`config.mk`:
```
export PLATFORM = sky130hd
export DESIGN_NAME = mbus_long_frame_record_parser
export DESIGN_NICKNAME = d
export VERILOG_FILES = /design/src/rtl/mlfrp_pkg.sv /design/src/rtl/mlfrp_core.sv /design/src/rtl/mbus_long_frame_record_parser.sv
export VERILOG_INCLUDE_DIRS = /design/src /design/src/rtl
export SDC_FILE = /design/constraint.sdc
export NUM_CORES = 2
export LEC_CHECK = 0
export BUFFER_PORTS_ARGS = -buffer_cell sky130_fd_sc_hd__buf_4
export CAP_MARGIN = 20
export CELL_PAD_IN_SITES_DETAIL_PLACEMENT = 1
export CELL_PAD_IN_SITES_GLOBAL_PLACEMENT = 2
export CORE_UTILIZATION = 40
export CTS_BUF_LIST = sky130_fd_sc_hd__clkbuf_16
export DETAILED_ROUTE_END_ITERATION = 10
export GPL_ROUTABILITY_DRIVEN = 0
export PLACE_DENSITY = 0.8
export RECOVER_POWER = 25
export SLEW_MARGIN = 15
export SYNTH_ARGS = -nofsm -noshare
export SYNTH_HDL_FRONTEND = slang
export SYNTH_SLANG_ARGS = --single-unit
```
`constraint.sdc`:
```
create_clock -name clk -period 25.4 [get_ports clk]
set_clock_uncertainty 0.1 [all_clocks]
set_input_delay 3.81 -clock clk [delete_from_list [all_inputs] [get_ports clk]]
set_output_delay 3.81 -clock clk [all_outputs]
set_load 0.03 [all_outputs]
```
`src/rtl/assert_macros.svh`:
```
// Assertion helpers; expect clk and arst_n in scope.
`ifndef ASSERT_MACROS_SVH
`define ASSERT_MACROS_SVH

// Same-cycle implication
`define CHK_IMPL(lbl, a, c) \
	lbl: assert property (@(posedge clk) disable iff (!arst_n) (a) |-> (c)) \
		else $error("assertion failed");

// Next-cycle implication
`define CHK_NEXT(lbl, a, c) \
	lbl: assert property (@(posedge clk) disable iff (!arst_n) (a) |=> (c)) \
		else $error("assertion failed");

`endif

```
`src/rtl/mlfrp_pkg.sv`:
```
`timescale 1ns / 1ps
package mlfrp_pkg;

	localparam int MAX_EXTENSIONS = 11;

	localparam logic [7:0] START_CHAR = 8'h68;
	localparam logic [7:0] STOP_CHAR  = 8'h16;
	localparam logic [7:0] CI_A       = 8'h72;
	localparam logic [7:0] CI_B       = 8'h76;
	localparam logic [3:0] CTRL_NIB   = 4'h8;
	localparam logic [7:0] DIF_END_A  = 8'h0F;
	localparam logic [7:0] DIF_END_B  = 8'h1F;
	localparam logic [7:0] DIF_FILL   = 8'h2F;
	localparam logic [6:0] HINT_MASK  = 7'h7A;
	localparam logic [6:0] HINT_VAL   = 7'h6A;
	localparam logic [6:0] HINT_ALT   = 7'h39;
	localparam logic [3:0] COD_LVAR   = 4'hD;
	localparam logic [3:0] COD_SPEC   = 4'hF;

	typedef enum logic [3:0] {
		PH_IDLE, PH_HDR, PH_PRE, PH_DIF, PH_DIFE, PH_VIF, PH_VIFE,
		PH_LVAR, PH_DATA, PH_END, PH_CS, PH_STOP
	} phase_t;

	typedef enum logic [1:0] {
		KIND_RECORD = 2'd0, KIND_ACCEPT = 2'd1, KIND_REJECT = 2'd2
	} kind_t;

	typedef enum logic [2:0] {
		ERR_NONE = 3'd0, ERR_HEADER = 3'd1, ERR_CHECKSUM = 3'd2, ERR_STOP = 3'd3,
		ERR_CONTROL = 3'd4, ERR_CI = 3'd5, ERR_RECORD = 3'd6, ERR_TRUNC = 3'd7
	} err_t;

	typedef struct packed {
		logic [2:0]  frame_error;
		logic [63:0] record_value;
		logic [7:0]  data_length;
		logic [3:0]  data_coding;
		logic        datetime_hint;
		logic [6:0]  value_info;
		logic [10:0] subunit_number;
		logic [21:0] tariff_number;
		logic [44:0] storage_number;
		logic [1:0]  function_code;
		logic [1:0]  result_kind;
	} result_t;

	// data bytes per coding nibble
	function automatic logic [7:0] coding_len(input logic [3:0] c);
		logic [7:0] n;
		case (c)
			4'h1, 4'h9: n = 8'd1;
			4'h2, 4'hA: n = 8'd2;
			4'h3, 4'hB: n = 8'd3;
			4'h4, 4'h5, 4'hC: n = 8'd4;
			4'h6, 4'hE: n = 8'd6;
			4'h7: n = 8'd8;
			default: n = 8'd0;
		endcase
		return n;
	endfunction

endpackage

```
`src/rtl/mlfrp_core.sv`:
```
`timescale 1ns / 1ps
module mlfrp_core import mlfrp_pkg::*; (
	input  logic        clk,
	input  logic        arst_n,
	input  logic        step,
	input  logic [7:0]  data_byte,
	input  logic        frame_start,
	output logic        res_valid,
	output result_t     res
);

	phase_t      phase_q, ph, nx_phase;
	logic [8:0]  pos_q, pos, nx_pos;
	logic [7:0]  flen_q, flen, nx_flen;
	logic [7:0]  sum_q, sum, nx_sum;
	logic [47:0] hdr_q, hdr, nx_hdr;
	logic [7:0]  dif_q, dif, nx_dif;
	logic [3:0]  ext_q, ext, nx_ext;
	logic [44:0] stor_q, stor, nx_stor;
	logic [21:0] tar_q, tar, nx_tar;
	logic [10:0] sub_q, sub, nx_sub;
	logic [6:0]  vif_q, vif, nx_vif;
	logic        hint_q, hint, nx_hint;
	logic [7:0]  left_q, left, nx_left;
	logic [63:0] val_q, val, nx_val;
	logic [63:0] wgt_q, wgt, nx_wgt;
	logic [7:0]  rlen_q, rlen, nx_rlen;

	logic        emit, verd, rec_err;
	kind_t       vkind;
	err_t        verr;
	logic [7:0]  uidx, didx;
	logic [3:0]  ext1;
	logic [63:0] v1, w1;

	// state registers
	always_ff @(posedge clk or negedge arst_n) begin
		if (!arst_n) begin
			phase_q <= PH_IDLE;
			pos_q <= '0; flen_q <= '0; sum_q <= '0; hdr_q <= '0; dif_q <= '0;
			ext_q <= '0; stor_q <= '0; tar_q <= '0; sub_q <= '0; vif_q <= '0;
			hint_q <= 1'b0; left_q <= '0; val_q <= '0; wgt_q <= 64'd1; rlen_q <= '0;
		end else if (step) begin
			phase_q <= nx_phase;
			pos_q <= nx_pos; flen_q <= nx_flen; sum_q <= nx_sum; hdr_q <= nx_hdr;
			dif_q <= nx_dif; ext_q <= nx_ext; stor_q <= nx_stor; tar_q <= nx_tar;
			sub_q <= nx_sub; vif_q <= nx_vif; hint_q <= nx_hint; left_q <= nx_left;
			val_q <= nx_val; wgt_q <= nx_wgt; rlen_q <= nx_rlen;
		end
	end

	// start of frame restarts from the reset values
	always_comb begin
		if (frame_start) begin
			ph = PH_HDR;
			pos = '0; flen = '0; sum = '0; hdr = '0; dif = '0; ext = '0;
			stor = '0; tar = '0; sub = '0; vif = '0; hint = 1'b0; left = '0;
			val = '0; wgt = 64'd1; rlen = '0;
		end else begin
			ph = phase_q;
			pos = pos_q; flen = flen_q; sum = sum_q; hdr = hdr_q; dif = dif_q;
			ext = ext_q; stor = stor_q; tar = tar_q; sub = sub_q; vif = vif_q;
			hint = hint_q; left = left_q; val = val_q; wgt = wgt_q; rlen = rlen_q;
		end
	end

	// per-byte parse step
	always_comb begin
		nx_phase = ph; nx_pos = pos; nx_flen = flen; nx_sum = sum; nx_hdr = hdr;
		nx_dif = dif; nx_ext = ext; nx_stor = stor; nx_tar = tar; nx_sub = sub;
		nx_vif = vif; nx_hint = hint; nx_left = left; nx_val = val; nx_wgt = wgt;
		nx_rlen = rlen;
		emit = 1'b0; verd = 1'b0; rec_err = 1'b0;
		vkind = KIND_REJECT; verr = ERR_NONE;
		uidx = pos[7:0] - 8'd4;
		didx = rlen - left;
		ext1 = ext + 4'd1;
		v1 = '0; w1 = '0;

		unique case (ph)
			PH_IDLE: ;
			PH_HDR: begin
				if (pos == 9'd1) nx_flen = data_byte;
				if ((pos == 9'd0 && data_byte != START_CHAR) ||
				    (pos == 9'd2 && data_byte != flen) ||
				    (pos == 9'd3 && data_byte != START_CHAR)) begin
					verd = 1'b1; verr = ERR_HEADER;
				end else if (pos == 9'd3 && flen < 8'd16) begin
					verd = 1'b1; verr = ERR_CI;
				end else begin
					if (pos == 9'd3) nx_phase = PH_PRE;
					nx_pos = pos + 9'd1;
				end
			end
			PH_CS: begin
				if (data_byte != sum) begin
					verd = 1'b1; verr = ERR_CHECKSUM;
				end else nx_phase = PH_STOP;
			end
			PH_STOP: begin
				verd = 1'b1;
				if (data_byte != STOP_CHAR) verr = ERR_STOP;
				else vkind = KIND_ACCEPT;
			end
			default: begin
				nx_sum = sum + data_byte;
				if (ph == PH_PRE) begin
					if (uidx == 8'd0 && data_byte[3:0] != CTRL_NIB) begin
						verd = 1'b1; verr = ERR_CONTROL;
					end else if (uidx == 8'd2 && data_byte != CI_A && data_byte != CI_B) begin
						verd = 1'b1; verr = ERR_CI;
					end else begin
						case (uidx)
							8'd3: nx_hdr[23:16] = data_byte;
							8'd4: nx_hdr[31:24] = data_byte;
							8'd5: nx_hdr[39:32] = data_byte;
							8'd6: nx_hdr[47:40] = data_byte;
							8'd11: nx_hdr[15:8] = data_byte;
							8'd12: nx_hdr[7:0] = data_byte;
							8'd14: nx_phase = PH_DIF;
							default: ;
						endcase
					end
				end else begin
					case (ph)
						PH_DIF: begin
							if (data_byte == DIF_END_A || data_byte == DIF_END_B)
								nx_phase = PH_END;
							else if (data_byte != DIF_FILL) begin
								nx_dif = data_byte;
								nx_stor = {44'd0, data_byte[6]};
								nx_tar = '0; nx_sub = '0; nx_hint = 1'b0;
								nx_ext = '0; nx_rlen = '0;
								nx_phase = data_byte[7] ? PH_DIFE : PH_VIF;
							end
						end
						PH_DIFE: begin
							for (int i = 0; i < MAX_EXTENSIONS; i++) begin
								if (ext == 4'(i)) begin
									nx_sub[i] = data_byte[6];
									nx_tar[2*i +: 2] = data_byte[5:4];
									nx_stor[1+4*i +: 4] = data_byte[3:0];
								end
							end
							nx_ext = ext1;
							if (data_byte[7]) begin
								if (ext1 >= 4'(MAX_EXTENSIONS)) rec_err = 1'b1;
							end else nx_phase = PH_VIF;
						end
						PH_VIF, PH_VIFE: begin
							if (ph == PH_VIF) begin
								nx_vif = data_byte[6:0];
								nx_ext = '0;
							end else begin
								if ((data_byte[6:0] & HINT_MASK) == HINT_VAL ||
								    data_byte[6:0] == HINT_ALT)
									nx_hint = 1'b1;
								nx_ext = ext1;
							end
							if (data_byte[7]) begin
								if (ph == PH_VIF) nx_phase = PH_VIFE;
								else if (ext1 >= 4'(MAX_EXTENSIONS)) rec_err = 1'b1;
							end else begin
								nx_val = '0; nx_wgt = 64'd1;
								if (dif[3:0] == COD_SPEC) nx_phase = PH_DIF;
								else if (dif[3:0] == COD_LVAR) nx_phase = PH_LVAR;
								else begin
									nx_rlen = coding_len(dif[3:0]);
									if (nx_rlen == 8'd0) emit = 1'b1;
									else begin
										nx_left = nx_rlen;
										nx_phase = PH_DATA;
									end
								end
							end
						end
						PH_LVAR: begin
							nx_rlen = data_byte;
							if (data_byte == 8'd0) emit = 1'b1;
							else begin
								nx_left = data_byte;
								nx_phase = PH_DATA;
							end
						end
						PH_DATA: begin
							if ((dif[3:0] >= 4'h9 && dif[3:0] <= 4'hC) || dif[3:0] == 4'hE) begin
								// two BCD digits, low nibble first
								v1 = val; w1 = wgt;
								if (data_byte[3:0] <= 4'd9) begin
									v1 = val + wgt * {60'd0, data_byte[3:0]};
									w1 = {wgt[60:0], 3'b0} + {wgt[62:0], 1'b0};
								end
								nx_val = v1; nx_wgt = w1;
								if (data_byte[7:4] <= 4'd9) begin
									nx_val = v1 + w1 * {60'd0, data_byte[7:4]};
									nx_wgt = {w1[60:0], 3'b0} + {w1[62:0], 1'b0};
								end
							end else if (dif[3:0] != COD_LVAR && didx < 8'd8)
								nx_val = val | ({56'd0, data_byte} << {didx[2:0], 3'b000});
							nx_left = left - 8'd1;
							if (nx_left == 8'd0) emit = 1'b1;
						end
						default: ;
					endcase
				end

				if (rec_err) begin
					verd = 1'b1; verr = ERR_RECORD;
				end else if (!verd) begin
					if (emit) nx_phase = PH_DIF;
					nx_pos = pos + 9'd1;
					if ({1'b0, uidx} + 9'd1 >= {1'b0, flen}) begin
						if (nx_phase != PH_DIF && nx_phase != PH_END) begin
							verd = 1'b1; verr = ERR_TRUNC;
						end else nx_phase = PH_CS;
					end
				end
			end
		endcase
		if (verd) nx_phase = PH_IDLE;
	end

	// result assembly
	always_comb begin
		res = '0;
		res_valid = (verd || emit) && step;
		if (verd) begin
			res.result_kind  = vkind;
			res.record_value = {16'd0, nx_hdr};
			res.frame_error  = verr;
		end else begin
			res.result_kind    = KIND_RECORD;
			res.function_code  = nx_dif[5:4];
			res.storage_number = nx_stor;
			res.tariff_number  = nx_tar;
			res.subunit_number = nx_sub;
			res.value_info     = nx_vif;
			res.datetime_hint  = nx_hint;
			res.data_coding    = nx_dif[3:0];
			res.data_length    = nx_rlen;
			res.record_value   = nx_val;
		end
	end

endmodule

```
`src/rtl/mbus_long_frame_record_parser.sv`:
```
`timescale 1ns / 1ps
// M-Bus long-frame record parser.
// Slave side: one received frame byte per beat in s_tdata, s_tuser high on
// the first byte of a frame (restarts the parser, dropping any open frame).
// Master side: at most one result per input byte. m_tuser is the kind:
// data record, frame accepted or frame rejected. Records come out before the
// verdict, so a receiver drops the records of a rejected frame.
// Path: a byte lands in the input register and is parsed combinationally
// when the output register can take its result; the result is loaded into
// the output register, which drives m_tvalid.
// Throughput: one byte per clock unless stalled, set by the single parse step.
// Reset: the parser goes idle and ignores bytes until a frame start; both
// registers empty.
// Stall: while the output register holds an untaken result the input register
// keeps its byte and s_tready drops once it is occupied, so nothing is lost.
`include "assert_macros.svh"
module mbus_long_frame_record_parser import mlfrp_pkg::*; (
	input  logic         clk,
	input  logic         arst_n,
	input  logic         s_tvalid,
	output logic         s_tready,
	input  logic [7:0]   s_tdata,   // data_byte
	input  logic         s_tuser,   // frame_start
	output logic         m_tvalid,
	input  logic         m_tready,
	// function_code, storage_number, tariff_number, subunit_number, value_info,
	// datetime_hint, data_coding, data_length, record_value, frame_error, pad
	output logic [167:0] m_tdata,
	output logic [1:0]   m_tuser    // result_kind
);

	logic       in_v_s1, start_s1, step, core_v;
	logic [7:0] byte_s1;
	logic       res_v_s2;
	result_t    core_res, res_s2;

	assign step     = in_v_s1 && (!res_v_s2 || m_tready);
	assign s_tready = !in_v_s1 || step;

	// input register
	always_ff @(posedge clk or negedge arst_n) begin
		if (!arst_n) in_v_s1 <= 1'b0;
		else if (s_tready) in_v_s1 <= s_tvalid;
	end
	always_ff @(posedge clk) begin
		if (s_tready && s_tvalid) begin
			byte_s1  <= s_tdata;
			start_s1 <= s_tuser;
		end
	end

	mlfrp_core u_core (
		.clk(clk), .arst_n(arst_n), .step(step),
		.data_byte(byte_s1), .frame_start(start_s1),
		.res_valid(core_v), .res(core_res)
	);

	// result register
	always_ff @(posedge clk or negedge arst_n) begin
		if (!arst_n) res_v_s2 <= 1'b0;
		else if (step && core_v) res_v_s2 <= 1'b1;
		else if (m_tready) res_v_s2 <= 1'b0;
	end
	always_ff @(posedge clk) begin
		if (step && core_v) res_s2 <= core_res;
	end

	assign m_tvalid = res_v_s2;
	assign m_tuser  = res_s2.result_kind;
	assign m_tdata  = {1'b0, res_s2[168:2]};

	`CHK_IMPL(a_rec_no_err, m_tvalid && m_tuser == KIND_RECORD, res_s2.frame_error == ERR_NONE)
	`CHK_IMPL(a_verdict_clean, m_tvalid && m_tuser != KIND_RECORD,
		res_s2.function_code == 2'd0 && res_s2.data_length == 8'd0)
	`CHK_IMPL(a_kind_legal, m_tvalid, m_tuser != 2'd3)
	`CHK_NEXT(a_stall_hold, m_tvalid && !m_tready, m_tvalid && $stable(res_s2))

endmodule

```
==> impl_metrics.tcl <==
set metrics [dict create \
    worstSetupEndpointType "asynchronous set/reset pin" \
    seqCellArea_mm2 0.01333 \
    synth_top_area_frac 0.1484 \
    setup_viol 0 \
    ys_ff_latch 497 \
    postCtsSetupBuffers 0 \
    r2r_end "m_tdata[161]$_SDFFCE_PN0P_" \
    syn_to_final_growth_pct 8.774 \
    crit_end "u_core.stor_q[5]$_DFFE_PN0P_" \
    die_w_um 368.1 \
    drv_cap 6 \
    syn_avg_cell_area_um2 8.203 \
    h-tree-depth 2 \
    crit_path_max_fanout 146 \
    viasPerCell 5.957 \
    crit_chain "clkbuf_1, clkbuf_1" \
    clock-sinks 497 \
    leakage_nw 26.76 \
    hold_viol 0 \
    port_buffers 183 \
    critPathArrivalTime_ns 14.58 \
    slowest_stage "clkbuf_1" \
    die_y_um 368.1 \
    synth_cell_type_count 94 \
    dieArea_mm2 0.1355 \
    slowest_delay_ns 6.17 \
    multi_input_comb_area_mm2 0.03684 \
    slew_violations 396 \
    ys_async_sr_fraction 0.6419 \
    required_ns 24.01 \
    relSlewSlack -4.516 \
    final_cell_mix "nand2_1 (768), a21oi_1 (580), inv_1 (547), nor2_1 (496), o21ai_0 (411)" \
    ys.warnings.count 0 \
    layout-drive-gt1-share 0.06577 \
    clk_pin_slew_ns 0.06 \
    rr_worst_depth 37 \
    synth-seq-area-share 0.2486 \
    numCtsBuffers 57 \
    grt_setup_unrepaired "no" \
    hpwl_mm 158.4 \
    io_pins 185 \
    core_area_mm2 0.1323 \
    initialDrtViolationCount 4058 \
    clk_path_buf_depth 3 \
    violations "capacitance limit, slew limit" \
    timing.fmax_mhz 62.64 \
    fillers 15790 \
    yosys.area.top_type "dfrtp_1" \
    powerDensity_mw_per_mm2 57.23 \
    path_delay_family "buffers and inverters" \
    clock_latency_ns 0.70 \
    critPathBufInv 2 \
    grt_antenna_before_repair 3 \
    path_depth 2 \
    status "finished, violations left" \
    drc 0 \
    vias 49250 \
    dr.pass1.iters 5 \
    ir_worst_vdd_uv 68.92 \
    start_kind "input pin" \
    cts_tree "yes" \
    wl_per_cell_um 25.54 \
    power_w 0.003338 \
    grt.total_usage 0.3073 \
    grt_pass1_wl_mm 320.5 \
    layout_commonest_cell "nand2_1" \
    grt_max_degree 147 \
    first_global_vias 50380 \
    synth-edff-count 178 \
    ant_nets 0 \
    hold_class "flop to flop" \
    cts_hold_buf 0 \
    syn-num-nets 7209 \
    crit_top_cell "clkbuf_1" \
    overflow 0 \
    rows 133 \
    synthCells 6536 \
    final_nets 7132 \
    synth_flop_cell "dfrtp_1" \
    setup_tns_ns 0 \
    cts_root_buffer "clkbuf_16" \
    initial_utilization 0.4053 \
    crit_start "arst_n" \
    synthTopCellsByArea "dfrtp_1 (15%), fa_1 (14%), edfxtp_1 (10%)" \
    r2r_slack_ns 14.54 \
    reg2reg_from "start_s1$_DFFE_PP_" \
    fin_crit_sh 0.6285 \
    wl_mm 211.1 \
    worstSetupPathType "input pin to asynchronous set/reset pin" \
    netlist_area_mm2 0.05362 \
    worst_slew_pin_slew_ns 8.273 \
    cts_resized 0 \
    fin_crit_ns 15.97 \
]
==> synth_stat cells, types with 81 or more instances <==
cell      instances
nand2_1         770
a22o_1          126
fa_1            368
inv_1           529
nor2_1          498
nand3_1          82
a21oi_1         581
nor3_1           85
a21o_1          172
o21ai_0         412
clkbuf_1        327
xnor2_1         152
dfrtp_1         318
a22oi_1          81
nor2b_1         154
xor2_1          108
and2_1          339
ha_1            292
edfxtp_1        178
==> stage by stage <==
stage | util | setup slack [ns] | std cells | hold slack [ns] | area [µm²]
6_report | 0.4408 | 9.435 | 8267 | 0.3680 | 58320
5_1_grt | 0.4408 | 7.502 | 8263 | 0.3863 | 58310
4_1_cts | 0.4411 | 14.80 | 8262 | 0.3750 | 58350
3_5_place_dp | 0.4268 | 14.81 | 8154 | 0.3621 | 56460
3_3_place_gp | 0.4268 | 15.03 | 8154 | 0.3468 | 56460
2_1_floorplan | - | 11.76 | 6536 | 0.3354 | 53620
==> cells by family (layout without fill, tap and decap cells) <==
kind of cell / after synthesis / after routing / share of synthesized area
other cells: 1 / 5 / 0.00006994
simple gates: 2221 / 2221 / 0.1997
fa+ha+maj: 660 / 660 / 0.2055
mux: 38 / 38 / 0.007374
buf+inv: 939 / 911 / 0.06679
flops: 497 / 497 / 0.2486
compound gates: 1918 / 1918 / 0.2287
xor+xnor: 262 / 262 / 0.04320
==> per-layer routing <==
layer / vias up / global-route usage / wire length [µm] / part of all wire
li1: 22430 / - / - / -
met1: 25090 / 0.4502 / 99790 / 0.47
met2: 1480 / 0.4769 / 93100 / 0.44
met3: 255 / 0.03503 / 12360 / 0.059
met4: 0 / 0.08235 / 5882 / 0.028
met5: - / 0 / 0 / 0
==> worst register-to-register path, delay by kind of cell (launching register included) <==
| family | cells | cell delay, ns |
|---|---|---|
| compound gates | 21 | 5.79 |
| xor+xnor | 1 | 0.06 |
| fa+ha+maj | 6 | 2.47 |
| buf+inv | 4 | 0.57 |
| flops | 1 | 0.44 |
| simple gates | 5 | 1.20 |
==> report_power, final <==
part	leakage [nW]	switching, W	internal, W
Clock	0.986	0.000392	0.000473
Sequential	6.15	0.0000533	0.000960
Combinational	19.6	0.00104	0.000417
Total	26.8	0.00149	0.00185
==> worst min-delay path by stage <==
stage | startpoint | end | slack (ns) | depth (start not counted)
after global routing | u_core.wgt_q[24]$_DFFE_PN0P_ | u_core.wgt_q[24]$_DFFE_PN0P_ | 0.39 | 2
after floorplan | u_core.wgt_q[49]$_DFFE_PN0P_ | u_core.wgt_q[49]$_DFFE_PN0P_ | 0.34 | 2
after detailed placement | u_core.wgt_q[27]$_DFFE_PN0P_ | u_core.wgt_q[27]$_DFFE_PN0P_ | 0.36 | 2
after CTS | u_core.wgt_q[27]$_DFFE_PN0P_ | u_core.wgt_q[27]$_DFFE_PN0P_ | 0.37 | 2
after global placement | u_core.wgt_q[49]$_DFFE_PN0P_ | u_core.wgt_q[49]$_DFFE_PN0P_ | 0.35 | 2
final | u_core.wgt_q[27]$_DFFE_PN0P_ | u_core.wgt_q[27]$_DFFE_PN0P_ | 0.37 | 2
==> layout make-up <==
type	count	share of cell area
diodes	4	0.0001716
clock buffers	57	0.02446
clock inverters	51	0.008002
inverters	531	0.03420
multi-input cells	5100	0.6316
flip-flops and latches	497	0.2285
well taps	1755	0.03765
repair buffers	272	0.03536
==> state kept, by name, indices dropped and copies added, names as in the netlist <==
name            cells
u_core.pos_q        9
u_core.vif_q        7
u_core.sub_q       11
byte_s1             8
m_tuser             2
m_tvalid            1
u_core.dif_q        6
u_core.flen_q       8
u_core.val_q       64
u_core.hint_q       1
u_core.ext_q        4
in_v_s1             1
u_core.left_q       8
u_core.hdr_q       48
u_core.wgt_q       64
m_tdata           167
u_core.tar_q       22
u_core.stor_q      45
u_core.sum_q        8
start_s1            1
u_core.phase_q      4
u_core.rlen_q       8
Note: power is estimated with default switching activity, not from simulation.
